[src/rtl/core/mkp_pkg.sv]
// ----------------------------------------------------------------------------
// Keypad scanner package
// Shared constants, types and lookup functions of the keypad scanner core.
// ----------------------------------------------------------------------------
package mkp_pkg;

    localparam int BUF_DEPTH = 5;
    localparam int BUF_IDX_W = (BUF_DEPTH > 1) ? $clog2(BUF_DEPTH) : 1;

    typedef logic [BUF_IDX_W-1:0] buf_idx_t;

    localparam logic [3:0]  SENSE_IDLE   = 4'hF;
    localparam logic [15:0] SETTLE_RST   = 16'd4000;
    localparam logic [15:0] DEBOUNCE_RST = 16'd50000;

    // Result event codes.
    localparam logic [1:0] EV_NONE    = 2'd0;
    localparam logic [1:0] EV_PRESS   = 2'd1;
    localparam logic [1:0] EV_RELEASE = 2'd2;

    // Configuration register indexes.
    localparam logic [1:0] CFG_SETTLE   = 2'd0;
    localparam logic [1:0] CFG_DEBOUNCE = 2'd1;
    localparam logic [1:0] CFG_BEEP     = 2'd2;

    typedef struct packed {
        logic [15:0] settle;
        logic [15:0] debounce;
        logic        beep_en;
    } cfg_t;

    typedef struct packed {
        logic       valid;
        logic [7:0] code;
    } store_req_t;

    typedef struct packed {
        logic       busy;
        logic       done;
        logic       found;
        logic [7:0] code;
    } pop_res_t;

    function automatic logic [3:0] row_pattern(input logic [1:0] idx);
        logic [3:0] pat;
        case (idx)
            2'd0:    pat = 4'h7;
            2'd1:    pat = 4'hB;
            2'd2:    pat = 4'hD;
            default: pat = 4'hE;
        endcase
        return pat;
    endfunction

    function automatic buf_idx_t buf_next(input buf_idx_t idx);
        buf_idx_t nxt;
        if (idx == buf_idx_t'(BUF_DEPTH - 1)) begin
            nxt = '0;
        end else begin
            nxt = idx + buf_idx_t'(1);
        end
        return nxt;
    endfunction

    // ASCII of a key; a column pattern that is not a single low line maps to column 0.
    function automatic logic [7:0] key_ascii(input logic [1:0] row_idx,
                                             input logic [3:0] cols);
        logic [1:0] col;
        logic [1:0] map_row;
        logic [7:0] code;
        case (cols)
            4'h7:    col = 2'd0;
            4'hB:    col = 2'd1;
            4'hD:    col = 2'd2;
            4'hE:    col = 2'd3;
            default: col = 2'd0;
        endcase
        map_row = ~row_idx;
        case ({map_row, col})
            4'h0:    code = 8'h31;
            4'h1:    code = 8'h32;
            4'h2:    code = 8'h33;
            4'h3:    code = 8'h41;
            4'h4:    code = 8'h34;
            4'h5:    code = 8'h35;
            4'h6:    code = 8'h36;
            4'h7:    code = 8'h42;
            4'h8:    code = 8'h37;
            4'h9:    code = 8'h38;
            4'hA:    code = 8'h39;
            4'hB:    code = 8'h43;
            4'hC:    code = 8'h2A;
            4'hD:    code = 8'h30;
            4'hE:    code = 8'h23;
            default: code = 8'h44;
        endcase
        return code;
    endfunction

endpackage

[src/rtl/core/matrix_keypad_scanner_with_key_buffer_core.sv]
// Flow: a tick request passes through TICK and then DONE; a pop request waits
// in POP while the ring searches one slot a cycle, then passes through DONE.
// Handshake: one request in flight; the next is accepted once the result
// is handed to the output register.
// Reset: synchronous active-low aresetn clears scan state and key slots and
// returns the configuration registers to their reset values.
// ----------------------------------------------------------------------------
// Matrix keypad scanner with key buffer
// Top level: request sequencer, configuration registers and result register.
// ----------------------------------------------------------------------------
module matrix_keypad_scanner_with_key_buffer_core (
    input  logic        aclk,
    input  logic        aresetn,
    // Configuration write port.
    input  logic        cfg_wr_en,
    input  logic [1:0]  cfg_addr,
    input  logic [15:0] cfg_wdata,
    // Request channel.
    input  logic        s_tvalid,
    output logic        s_tready,
    input  logic [7:0]  s_tdata,   // [3:0] sense, [7:4] zero
    input  logic        s_tuser,   // [0] mode: 0 time tick, 1 pop
    // Result channel.
    output logic        m_tvalid,
    input  logic        m_tready,
    output logic [15:0] m_tdata    // [3:0] row_drive, [5:4] event_res, [6] key_found,
                                   // [14:7] key_code, [15] beep
);

    // The sequencer runs one request at a time. A tick request passes
    // through TICK, where the scanner advances its shared wait counter; a
    // pop request sits in POP while the ring searches slot by slot.
    typedef enum logic [1:0] {
        ST_IDLE = 2'd0,
        ST_TICK = 2'd1,
        ST_POP  = 2'd2,
        ST_DONE = 2'd3
    } state_t;

    state_t              state_reg, state_next;
    logic [3:0]          sense_reg, sense_next;
    logic [1:0]          ev_reg, ev_next;
    logic                beep_reg, beep_next;
    logic                found_reg, found_next;
    logic [7:0]          code_reg, code_next;
    logic                m_tvalid_reg, m_tvalid_next;
    logic [15:0]         m_tdata_reg, m_tdata_next;

    mkp_pkg::cfg_t       cfg_reg;
    mkp_pkg::store_req_t store;
    mkp_pkg::pop_res_t   pop_res;
    logic                accept;
    logic                pop_start;
    logic                tick_en;
    logic [3:0]          row_drive;
    logic [1:0]          scan_ev;
    logic                scan_beep;

    // Configuration writes are not gated; the user must issue them with the block idle.
    always_ff @(posedge aclk) begin
        if (!aresetn) begin
            cfg_reg.settle   <= mkp_pkg::SETTLE_RST;
            cfg_reg.debounce <= mkp_pkg::DEBOUNCE_RST;
            cfg_reg.beep_en  <= 1'b0;
        end else if (cfg_wr_en) begin
            case (cfg_addr)
                mkp_pkg::CFG_SETTLE:   cfg_reg.settle   <= cfg_wdata;
                mkp_pkg::CFG_DEBOUNCE: cfg_reg.debounce <= cfg_wdata;
                mkp_pkg::CFG_BEEP:     cfg_reg.beep_en  <= cfg_wdata[0];
                default: begin
                end
            endcase
        end
    end

    assign s_tready  = (state_reg == ST_IDLE);
    assign accept    = s_tvalid && s_tready;
    assign pop_start = accept && s_tuser;
    assign tick_en   = (state_reg == ST_TICK);

    mkp_scan u_scan (
        .aclk      (aclk),
        .aresetn   (aresetn),
        .tick_en   (tick_en),
        .sense     (sense_reg),
        .cfg       (cfg_reg),
        .row_drive (row_drive),
        .store     (store),
        .ev        (scan_ev),
        .beep      (scan_beep)
    );

    mkp_ring u_ring (
        .aclk      (aclk),
        .aresetn   (aresetn),
        .store     (store),
        .pop_start (pop_start),
        .pop_res   (pop_res)
    );

    // Results collect in holding registers and move to the output register
    // in DONE, once the output register is free or being drained. The row
    // pattern is read there, so it reflects the scan state after the request.
    always_comb begin
        state_next    = state_reg;
        sense_next    = sense_reg;
        ev_next       = ev_reg;
        beep_next     = beep_reg;
        found_next    = found_reg;
        code_next     = code_reg;
        m_tvalid_next = m_tvalid_reg && !m_tready;
        m_tdata_next  = m_tdata_reg;
        case (state_reg)
            ST_IDLE: begin
                if (accept) begin
                    sense_next = s_tdata[3:0];
                    state_next = s_tuser ? ST_POP : ST_TICK;
                end
            end
            ST_TICK: begin
                ev_next    = scan_ev;
                beep_next  = scan_beep;
                found_next = 1'b0;
                code_next  = 8'h00;
                state_next = ST_DONE;
            end
            ST_POP: begin
                if (pop_res.done) begin
                    ev_next    = mkp_pkg::EV_NONE;
                    beep_next  = 1'b0;
                    found_next = pop_res.found;
                    code_next  = pop_res.code;
                    state_next = ST_DONE;
                end
            end
            default: begin
                if (!m_tvalid_reg || m_tready) begin
                    m_tvalid_next = 1'b1;
                    m_tdata_next  = {beep_reg, code_reg, found_reg, ev_reg, row_drive};
                    state_next    = ST_IDLE;
                end
            end
        endcase
    end

    always_ff @(posedge aclk) begin
        if (!aresetn) begin
            state_reg    <= ST_IDLE;
            m_tvalid_reg <= 1'b0;
        end else begin
            state_reg    <= state_next;
            m_tvalid_reg <= m_tvalid_next;
        end
        sense_reg   <= sense_next;
        ev_reg      <= ev_next;
        beep_reg    <= beep_next;
        found_reg   <= found_next;
        code_reg    <= code_next;
        m_tdata_reg <= m_tdata_next;
    end

    assign m_tvalid = m_tvalid_reg;
    assign m_tdata  = m_tdata_reg;

`ifndef ASSERT_OFF
    // The ring searches only while the sequencer waits for a pop.
    a_pop_busy_in_pop: assert property (@(posedge aclk) disable iff (!aresetn)
        pop_res.busy |-> (state_reg == ST_POP))
        else $error("ring search active outside a pop request");

    // The scanner stores a key only during a tick cycle.
    a_store_on_tick: assert property (@(posedge aclk) disable iff (!aresetn)
        store.valid |-> tick_en)
        else $error("key stored outside a tick request");

    // A result never reports both a scan event and a popped entry.
    a_event_xor_pop: assert property (@(posedge aclk) disable iff (!aresetn)
        (m_tvalid && m_tdata[5:4] != mkp_pkg::EV_NONE) |-> !m_tdata[6])
        else $error("result carries both an event and a popped key");

    // A beep accompanies only a stored key press.
    a_beep_on_press: assert property (@(posedge aclk) disable iff (!aresetn)
        (m_tvalid && m_tdata[15]) |-> (m_tdata[5:4] == mkp_pkg::EV_PRESS))
        else $error("beep without a key press");
`endif

endmodule

[src/rtl/core/mkp_scan.sv]
// ----------------------------------------------------------------------------
// Keypad row scanner
// Row, debounce and release sequencing around one shared tick counter.
// ----------------------------------------------------------------------------
module mkp_scan (
    input  logic                aclk,
    input  logic                aresetn,
    input  logic                tick_en,
    input  logic [3:0]          sense,
    input  mkp_pkg::cfg_t       cfg,
    output logic [3:0]          row_drive,
    output mkp_pkg::store_req_t store,
    output logic [1:0]          ev,
    output logic                beep
);

    typedef enum logic [1:0] {
        PH_SETTLE   = 2'd0,
        PH_DEBOUNCE = 2'd1,
        PH_RELEASE  = 2'd2
    } phase_t;

    phase_t      phase_reg, phase_next;
    logic [1:0]  row_reg, row_next;
    logic [15:0] wait_reg, wait_next;
    logic [15:0] limit;
    logic [16:0] cnt_inc;
    logic        done;

    // The one counter/compare unit, shared by every wait.
    assign limit   = (phase_reg == PH_DEBOUNCE) ? cfg.debounce : cfg.settle;
    assign cnt_inc = {1'b0, wait_reg} + 17'd1;
    assign done    = (cnt_inc >= {1'b0, limit});

    always_comb begin
        phase_next = phase_reg;
        row_next   = row_reg;
        wait_next  = wait_reg;
        store      = '0;
        ev         = mkp_pkg::EV_NONE;
        if (tick_en) begin
            wait_next = done ? 16'd0 : cnt_inc[15:0];
            case (phase_reg)
                PH_DEBOUNCE: begin
                    if (done) begin
                        if (sense == mkp_pkg::SENSE_IDLE) begin
                            row_next   = 2'd0;
                            phase_next = PH_SETTLE;
                        end else begin
                            store.valid = 1'b1;
                            store.code  = mkp_pkg::key_ascii(row_reg, sense);
                            ev          = mkp_pkg::EV_PRESS;
                            phase_next  = PH_RELEASE;
                        end
                    end
                end
                PH_RELEASE: begin
                    if (done && sense == mkp_pkg::SENSE_IDLE) begin
                        store.valid = 1'b1;
                        store.code  = 8'h00;
                        ev          = mkp_pkg::EV_RELEASE;
                        row_next    = 2'd0;
                        phase_next  = PH_SETTLE;
                    end
                end
                default: begin
                    phase_next = PH_SETTLE;
                    if (done) begin
                        if (sense != mkp_pkg::SENSE_IDLE) begin
                            phase_next = PH_DEBOUNCE;
                        end else begin
                            row_next = row_reg + 2'd1;
                        end
                    end
                end
            endcase
        end
    end

    assign beep      = store.valid && cfg.beep_en && (store.code != 8'h00);
    assign row_drive = mkp_pkg::row_pattern(row_reg);

    always_ff @(posedge aclk) begin
        if (!aresetn) begin
            phase_reg <= PH_SETTLE;
            row_reg   <= 2'd0;
            wait_reg  <= 16'd0;
        end else begin
            phase_reg <= phase_next;
            row_reg   <= row_next;
            wait_reg  <= wait_next;
        end
    end

endmodule

[src/rtl/core/mkp_ring.sv]
// ----------------------------------------------------------------------------
// Keypad key ring
// Overwriting ring of key slots with a one-slot-per-cycle pop search.
// ----------------------------------------------------------------------------
module mkp_ring (
    input  logic                aclk,
    input  logic                aresetn,
    input  mkp_pkg::store_req_t store,
    input  logic                pop_start,
    output mkp_pkg::pop_res_t   pop_res
);

    logic [mkp_pkg::BUF_DEPTH-1:0] valid_reg;
    logic [7:0]                    code_mem [mkp_pkg::BUF_DEPTH];
    logic [7:0]                    rd_code_reg;
    mkp_pkg::buf_idx_t             wp_reg;
    mkp_pkg::buf_idx_t             ptr_reg;
    mkp_pkg::buf_idx_t             cnt_reg;
    mkp_pkg::buf_idx_t             store_pos;
    logic                          busy_reg;
    logic                          done_reg;
    logic                          found_reg;

    assign store_pos = mkp_pkg::buf_next(wp_reg);

    always_ff @(posedge aclk) begin
        if (store.valid) begin
            code_mem[store_pos] <= store.code;
        end
        rd_code_reg <= code_mem[ptr_reg];
    end

    always_ff @(posedge aclk) begin
        if (!aresetn) begin
            valid_reg <= '0;
            wp_reg    <= mkp_pkg::buf_idx_t'(mkp_pkg::BUF_DEPTH - 1);
            ptr_reg   <= '0;
            cnt_reg   <= '0;
            busy_reg  <= 1'b0;
            done_reg  <= 1'b0;
            found_reg <= 1'b0;
        end else begin
            done_reg <= 1'b0;
            if (store.valid) begin
                wp_reg               <= store_pos;
                valid_reg[store_pos] <= 1'b1;
            end
            if (pop_start) begin
                busy_reg <= 1'b1;
                ptr_reg  <= mkp_pkg::buf_next(wp_reg);
                cnt_reg  <= '0;
            end else if (busy_reg) begin
                if (valid_reg[ptr_reg]) begin
                    valid_reg[ptr_reg] <= 1'b0;
                    found_reg          <= 1'b1;
                    done_reg           <= 1'b1;
                    busy_reg           <= 1'b0;
                end else if (cnt_reg == mkp_pkg::buf_idx_t'(mkp_pkg::BUF_DEPTH - 1)) begin
                    found_reg <= 1'b0;
                    done_reg  <= 1'b1;
                    busy_reg  <= 1'b0;
                end else begin
                    ptr_reg <= mkp_pkg::buf_next(ptr_reg);
                    cnt_reg <= cnt_reg + mkp_pkg::buf_idx_t'(1);
                end
            end
        end
    end

    assign pop_res.busy  = busy_reg;
    assign pop_res.done  = done_reg;
    assign pop_res.found = found_reg;
    assign pop_res.code  = found_reg ? rd_code_reg : 8'h00;

endmodule

[config.mk]
export PLATFORM = sky130hd
export DESIGN_NAME = matrix_keypad_scanner_with_key_buffer_core
export DESIGN_NICKNAME = d
export VERILOG_FILES = /design/src/rtl/core/mkp_pkg.sv /design/src/rtl/core/matrix_keypad_scanner_with_key_buffer_core.sv /design/src/rtl/core/mkp_scan.sv /design/src/rtl/core/mkp_ring.sv
export SDC_FILE = /design/constraint.sdc
export NUM_CORES = 1
export LEC_CHECK = 0
export ABC_CLOCK_PERIOD_IN_PS = 4900
export BUFFER_PORTS_ARGS = -buffer_cell sky130_fd_sc_hd__buf_2
export CAP_MARGIN = 20
export CORE_MARGIN = 2
export CORE_UTILIZATION = 25
export CTS_CLUSTER_DIAMETER = 100
export DETAILED_ROUTE_END_ITERATION = 8
export PLACE_DENSITY = 0.4
export SYNTH_ARGS = -nofsm -noshare
export SYNTH_HDL_FRONTEND = slang
export SYNTH_HIERARCHICAL = 1
export SYNTH_SLANG_ARGS = --single-unit
[constraint.sdc]
create_clock -name aclk -period 4.9 [get_ports aclk]
set_input_delay 1.47 -clock aclk [delete_from_list [all_inputs] [get_ports aclk]]
set_output_delay 1.47 -clock aclk [all_outputs]
set_load 0.02 [all_outputs]
* Word-level counts from Yosys, hierarchy flattened
Memory sizes are Yosys's and may differ from the RTL's. A register that Yosys moved wholly into a read port is not among the register bits. Index checks and enable logic that the tools add are counted.
Operators by class: add/subtract/negate cells 5, multiply operators 0, divide/modulo/power cells 0, magnitude comparators 5, equality and inequality tests 24, shift operators 0, multiplexer cells 71, bitwise logic cells 10, reduce and logical (&&, ||, !) cells 35
Operators by type and width (number):
- 2-bit 2-to-1 mux | 19
- 9-bit 2-to-1 mux | 4
- 16-bit 2-to-1 mux | 2
- 5-bit 2-to-1 mux | 5
- 1-bit 2-to-1 mux | 19
- 3-bit 2-to-1 mux | 6
- 9-bit case mux with 2 select lines | 1
- 16-bit by 1-bit adder with 17-bit output (second input constant) | 1
- 17-bit by 16-bit greater-or-equal comparator with 1-bit output | 1
- 4-bit equality test (second input constant) | 4
- 8-bit 2-to-1 mux | 2
- 2-bit case mux with 2 select lines | 4
- 8-bit case mux with 2 select lines | 1
- 3-bit AND reduction | 5
- 2-bit case mux with 3 select lines | 2
- 4-bit case mux with 3 select lines | 1
- 2-bit AND reduction | 6
- 3-bit by 1-bit adder with 3-bit output (second input constant) | 3
- 3-bit equality test (second input constant) | 3
- 2-bit by 1-bit equality test with 1-bit output (second input constant) | 4
- 2-bit equality test (second input constant) | 4
- 1-bit logical AND | 8
- 3-bit by 4-bit < comparator with 1-bit output (second input constant) | 2
- 2-bit by 1-bit inequality test with 1-bit output (second input constant) | 4
- 22 further kinds | 39
Storage, ports and cells: register bits after elaboration 105, bits in latches 0, RAM bits 40, ROM bits 112, output and inout bits 18, memories kept 2
Memory list:
- (no name shown) | depth 16, width 7, rd ports 1, clocked after Yosys merged registers in 0, wr ports 0, RTL line mkp_pkg.sv:79 | case ({map_row, col})
- u_ring.code_mem | depth 5, width 8, rd ports 1, clocked after Yosys merged registers in 1, wr ports 1, RTL line mkp_ring.sv:14 | logic [7:0] code_mem [mkp_pkg::BUF_DEPTH];

* Depth between registers and ports, before layout
Gate-level depths: netlist of run 1. An unclocked memory read counts as a cell.
depth after elaboration 17, depth in mapped cells 16

* Hierarchy
Netlist of run 1, hierarchy kept.
Modules (own cells, without submodules):
- mkp_ring | times used 1, cells each 195, area an instance 2740.1 µm²
- matrix_keypad_scanner_with_key_buffer_core | times used 1, cells each 222, area an instance 2547.4 µm²
- mkp_scan | times used 1, cells each 301, area an instance 2376.0 µm²

* Least setup slack after synthesis of run 1
Ideal clock, no wire load.
kind reg-to-reg, start point register u_scan.phase_reg[1], end point memory u_ring.code_mem[4][0] (enable), arrival time 4.471 ns, setup slack 0.031 ns, stages on the path, launching flop included 16, buffers on the path 3, cell sequence dfxtp_1 -> inv_1 -> ha_1 -> clkbuf_1 -> clkbuf_1 -> mux2i_1 -> ha_1 -> nand4_1 -> nor3_1 -> a2111oi_2 -> nor3_2 -> buf_2 -> nor2_1 -> a211oi_1 -> inv_1 -> nor4_1
RTL lines:
- start, declared | RTL line mkp_scan.sv:23 | phase_t phase_reg, phase_next;
- start signal, assigned | RTL line mkp_scan.sv:89 | phase_reg <= phase_next;
- end, declared | RTL line mkp_ring.sv:14

==> metrics.md, run 1 <==
| Metric | Value |
|---|---|
| CP Max Fanout | 9 |
| Max-slew headroom | 0.323 |
| Critical Path Source | u_scan/wait_reg[0] |
| Mapped Nets | 791 |
| Hpwl dp | 11900 um |
| Status | complete, no violations |
| Initial antenna violation count | 1 |
| Final hold violations | 0 |
| Post-Syn Area | 0.00766 sq mm |
| Final WL | 17600 um |
| Maximum vdd ir drop | approximately 0.24 mV |
| Total gr overflow | 0 |
| Hold_ws | 414 ps |
| Filler instances | 3174 |
| RSZ-0062 raised after global routing | no |
| Clock Skew | 18.1 ps |
| Setup total negative slack | 0 ps |
| Worst setup margin | a little over 800 ps |
| DP Cell Count | about 1100 |
| Worst skew pair latency | 440 ps |
| Sequential share of power | 0.459 |
| Layout cells sized above 1 | 0.185 |
| Reg-to-reg startpoint | u_scan/wait_reg[0] |
| Syn Area/Cell | between 10 and 15 sq um |
| Die area | 0.0320 sq mm |
| Post-place setup slack | 833 ps |
| Overall Global Routing Usage | 0.118 |
| Internal power | 2310 uW |
| Final critical-path required period | roughly 4000 ps |
| Post-CTS Hold Buffers | 0 |
| Worst-margin pin slew | 1010 ps |
| Reg area | 0.00378 sq mm |
| Routed vias | 5148 |
| Avg Vias per Cell | about 4.4 |
| Sw frac | 0.307 |
| Total CTS buffers | 17 |
| Crit start category | flip-flop |
| Chip Width | about 180 um |
| Setup CP Type | flip-flop to flip-flop |
| Nature of the critical path endpoint | flip-flop |
| Io pins | 50 |
| Final instance count without filler cells | between 1000 and 1500 |
| Nets | 832 |
| P_leak | 0.00321 uW |
| M3 GR Usage | 0.0263 |
| Sw Pwr | 1020 uW |
| Area occupied by multi-input gates | 0.00355 sq mm |
| Vias in the first global route | 5213 |
| Met2 Usage GRT | 0.191 |
| Met1 Track Usage GR | 0.157 |
| Slew Viols, Final | 0 |
| CTS tree | yes |
| Top Usage Layer GRT | met2 |
| Logic pwr share | 0.133 |
| Final setup fails | 0 |
| Worst Path Arrival | approximately 4400 ps |
| CTS Buffer Depth | 2 |
| Syn Inst Count | 717 |
| Initial Utilization | 0.252 |
| Post-CTS Setup Repair Bufs | 0 |
| Cell Rows | 64 |
| Tcrit/Tclk final | 0.832 |
| Area Overhead vs Synth | 16.5% |
| Data required, critical path | 5220 ps |
| Hold WC Path Type | flip-flop to flip-flop |
| Worst Path Buf+Inv | 2 |
| Achievable frequency | 0.245 GHz |
| RePlAce Congestion | 0.699 |
| Routed wire length per instance | 15.0 um |
| Die Ht | 179 um |
| Worst path top cell family by delay | simple AND/OR/NAND/NOR gates |
| Root Buffer | clkbuf_16 |
| Clock slew at reported path FFs | 80 ps |
| Number of gates resized after cts | 0 |
| Number of flip-flops in the largest register | 40 |
| Routed Antenna Nets | 0 |
| Router iterations before antenna repair | 6 |
| Port bufs | 45 |
| Ys Warns | 6 |
| Pin count of the biggest net entering global routing | 37 |
| Placeable Area | 0.0303 sq mm |
| Worst path slowest cell | dfxtp_1 |
| H-tree depth | 4 |
| CP Cell Sequence | ha_1 -> nand3_1 -> nor3_1 -> and3_1 -> xor2_1 -> ha_1 -> a21o_1 -> a21oi_1 -> o31ai_4 -> o21bai_4 -> nor2_1 -> a211oi_1 -> buf_4 -> nand2_1 -> nor2_1 -> buf_4 -> o211a_1 |
| Clock Sink Count | approximately 150 |
| Pwr Density | 373 mW/mm^2 |
| Max Cap Viol | 0 |
| Clock power frac | 0.409 |
| Dpl cell area | between 0.008 and 0.009 sq mm |
| Drt initial violations | 306 |
| DR DRC count | 0 |
| Hold Crit Start | code_reg[0] |
| Slowest stage delay, CP | 450 ps |
| Post-route cell area | 0.00892 sq mm |
| First-pass GRT wire length | between 20000 and 30000 um |
[worst paths after layout]
| check | cells after the start | to | slack, ps |
|---|---|---|---|
| worst max-delay path | 17 | u_ring/valid_reg[2] | 820 |
| worst min-delay path | 0 | m_tdata[7] | 410 |
| worst max register to register | 17 | u_ring/valid_reg[2] | 820 |
| worst min register to register | 0 | m_tdata[7] | 410 |
[power groups by stage]
stage               Sequential, uW  Combinational, uW  Clock (uW)
floorplan                     1520                340           0
global placement              1560                451           0
detailed placement            1560                453           0
CTS                           1530                454        1410
global route                  1550                509        1460
finish                        1530                442        1360
[routing by layer]
layer / up-vias / routed length, um
li1: 2654 / -
met2: 60 / 8140
met5: - / 0
met4: 0 / 182
met3: 12 / 507
met1: 2422 / 8740
[per-stage QoR]
stage          power (uW)  utilization
2_1_floorplan        1860            -
3_3_place_gp         2010        0.273
3_5_place_dp         2010        0.273
4_1_cts              3390        0.294
5_1_grt              3510        0.294
6_report             3330        0.294
[worst register-to-register path, stage by stage (launching register included)]
cell and delay (ps):
dfxtp_1 450, ha_1 330, nand3_1 160, nor3_1 340, and3_1 280, xor2_1 170
ha_1 270, a21o_1 190, a21oi_1 240, o31ai_4 140, o21bai_4 190, nor2_1 330
a211oi_1 140, buf_4 180, nand2_1 90, nor2_1 50, buf_4 200, o211a_1 210
[layout by cell type, fill, tap and decap left out, types with 16 or more instances in the layout]
cell / count
o21ai_0: 22
a21oi_1: 16
nand3_1: 33
ha_1: 42
nor2_1: 19
a21boi_0: 20
edfxtp_1: 72
and2_1: 25
mux2i_1: 23
clkbuf_16: 17
inv_1: 34
buf_2: 45
dfxtp_1: 81
nand2_1: 103
[layout make-up]
class,count,area share
Inverter,34,0.0143
Sequential cell,153,0.424
Multi-Input combinational cell,492,0.398
Clock inverter,15,0.0216
Clock buffer,17,0.0477
Tap cell,396,0.0556
Antenna cell,1,0.000281
Timing Repair Buffer,60,0.0379
(Power assumes the default switching activity.)
==> run 2: changes to the inputs <==
--- a/config.mk
+++ b/config.mk
@@ -5,7 +5,8 @@
 export SDC_FILE = /design/constraint.sdc
 export NUM_CORES = 1
 export LEC_CHECK = 0
-export ABC_CLOCK_PERIOD_IN_PS = 4900
+export ABC_AREA = 1
+export ABC_CLOCK_PERIOD_IN_PS = 3400
 export BUFFER_PORTS_ARGS = -buffer_cell sky130_fd_sc_hd__buf_2
 export CAP_MARGIN = 20
 export CORE_MARGIN = 2
==> constraint.sdc (replaced) <==
create_clock -name aclk -period 3.4 [get_ports aclk]
set_input_delay 1.02 -clock aclk [delete_from_list [all_inputs] [get_ports aclk]]
set_output_delay 1.02 -clock aclk [all_outputs]
set_load 0.02 [all_outputs]
==> metrics.md, run 2 <==
| Metric | Value |
|---|---|
| CP Max Fanout | 5 |
| Post-Syn Area | between 0.007 and 0.008 sq mm |
| Router iterations before antenna repair | 4 |
| Setup CP Type | flip-flop to flip-flop |
| Max Cap Viol | 0 |
| Vias in the first global route | between 5000 and 6000 |
| Die Ht | 177 um |
| Port bufs | 45 |
| Nature of the critical path endpoint | flip-flop |
| Worst Path Arrival | 3350 ps |
| Syn Area/Cell | 8.89 sq um |
| DR DRC count | 0 |
| Chip Width | 177 um |
| Final instance count without filler cells | 1334 |
| Final core area utilization | 0.310 |
| Hpwl dp | 12200 um |
| Leading cell types in the layout, fill and taps excluded | nand2_1 (175), nor2_1 (99), inv_1 (98) |
| Total CTS buffers | 17 |
| Pin count of the biggest net entering global routing | between 40 and 50 |
| Clock slew at reported path FFs | 70 ps |
| Reg-to-reg startpoint | u_scan/wait_reg[0] |
| Routed wire length per instance | roughly 13 um |
| Hold path depth | 0 |
| R2r endpoint | u_ring/code_mem[4][6] |
| Layout cells sized above 1 | 0.225 |
| Initial Utilization | 0.254 |
| Placeable Area | 0.0296 sq mm |
| Clock Skew | 12.0 ps |
| P_leak | 0.00396 uW |
| Die area | 0.0314 sq mm |
| Hold Crit Start | found_reg |
| Final critical-path required period | roughly 3200 ps |
| Number of flip-flops in the largest register | 40 |
| Max-slew headroom | 0.441 |
| CTS Buffer Depth | 2 |
| Drt initial violations | 232 |
| Io pins | 50 |
| Area Overhead vs Synth | 22.2% |
| Reg2Reg Setup Slack | 190 ps |
| CTS tree | yes |
| Root Buffer | clkbuf_16 |
| Overall Global Routing Usage | 0.116 |
| Pwr Density | 574 mW/mm^2 |
| Total gr overflow | 0 |
| Avg Vias per Cell | 4.17 |
| Routed Antenna Nets | 0 |
| Hold WC Path Type | flip-flop to flip-flop |
| Mapped Nets | 917 |
| H-tree depth | 4 |
| Ys Warns | 6 |
| Post-CTS Hold Buffers | 0 |
| Status | complete, no violations |
| DP Cell Count | 1296 |
| Final setup fails | 0 |
| Data required, critical path | 3530 ps |
| Crit start category | flip-flop |
| Tcrit/Tclk final | 0.945 |
| Initial antenna violation count | 0 |
| Worst Reg-to-Reg Cells | 18 |
| Final hold violations | 0 |
| Final WL | 17400 um |
| Maximum vdd ir drop | 0.287 mV |
| Filler instances | 3146 |
| Syn Inst Count | 843 |
| Slew Viols, Final | 0 |
| First-pass GRT wire length | 28300 um |
| Commonest non-fill, non-tap cell in the layout | nand2_1 |
| Achievable frequency | 0.311 GHz |
| RSZ-0062 raised after global routing | yes |
| Cell Rows | between 60 and 70 |
| Clock Sink Count | roughly 150 |
| Routed vias | 5566 |
| Nets | 1005 |
| Worst-margin pin slew | 837 ps |
| Diode count | 0 |
| Worst skew pair latency | 420 ps |
| Sink of the worst hold path | m_tdata[6] |
| RePlAce Congestion | about 0.72 |
[run 2: worst max-delay path by stage]
stage,startpoint,endpoint,slack [ps],cells after the start
after floorplan,u_scan/wait_reg[0],u_ring/code_mem[2][0],4,18
after global placement,u_scan/wait_reg[1],u_ring/code_mem[4][7],-20,20
after detailed placement,u_scan/wait_reg[1],u_ring/code_mem[4][0],-30,20
after CTS,u_scan/wait_reg[0],u_ring/code_mem[4][6],10,19
after global routing,u_scan/wait_reg[0],u_ring/valid_reg[1],-30,21
final,u_scan/wait_reg[0],u_ring/code_mem[4][6],190,18
[run 2: power by group]
| part | internal, uW | total (uW) | switching, uW |
|---|---|---|---|
| sequential | 2190 | 2290 | 98.1 |
| combinational | 386 | 1200 | 814 |
| clock | 953 | 1780 | 822 |
| total | 3530 | 5260 | 1730 |
[run 2: layout make-up]
type | count | area (sq um) | area share
multi-input combinational | 553 | 3280 | 0.358
clock inverter | 14 | 113 | 0.0123
inverter | 111 | 420 | 0.0459
timing repair buffer | 95 | 642 | 0.0700
sequential | 153 | 3790 | 0.414
clock buffer | 18 | 429 | 0.0468
tap | 390 | 488 | 0.0532
[run 2: metal layers]
metal,vias to the layer above,wire (um),GRT usage
met1,2578,8100,0.146
met2,65,8620,0.200
met4,0,219,0.0351
met3,13,484,0.0236
li1,2910,-,-
met5,-,0,0
[run 2: what timing repair did]
item | 4_1_cts | 5_1_grt
buffers inserted | 1 | 4
gates resized for setup | 5 | 32
gates cloned | 0 | 1
pin swaps | 2 | 9
setup endpoints to repair | 29 | 47
[run 2: worst max-delay path, cell delays in order, from the launching register on]
cell and delay (ps):
dfxtp_4 380, nand3_4 100, nor2_4 130, nand3_2 90, buf_4 150, nor3_1 170
xor2_1 280, ha_1 220, and3_4 190, nand2_1 60, nor2_2 110, nand2_2 80
nand2_4 90, nand3_4 80, o21ai_4 200, o21ai_2 80, or2_4 260, nor2_4 110
buf_6 130
[run 2: metrics by stage]
step / total power [uW] / hold slack (ps) / cell area, sq um / setup TNS (ps) / setup WS [ps]
2_1_floorplan: 3180 / 400 / 7530 / 0 / 4.18
3_3_place_gp: 3550 / 402 / 8440 / -85.3 / -17.8
3_5_place_dp: 3550 / 405 / 8440 / -199 / -25.3
4_1_cts: 5360 / 420 / 9000 / 0 / 13.4
5_1_grt: 5600 / 425 / 9160 / -242 / -26.7
6_report: 5260 / 419 / 9160 / 0 / 187
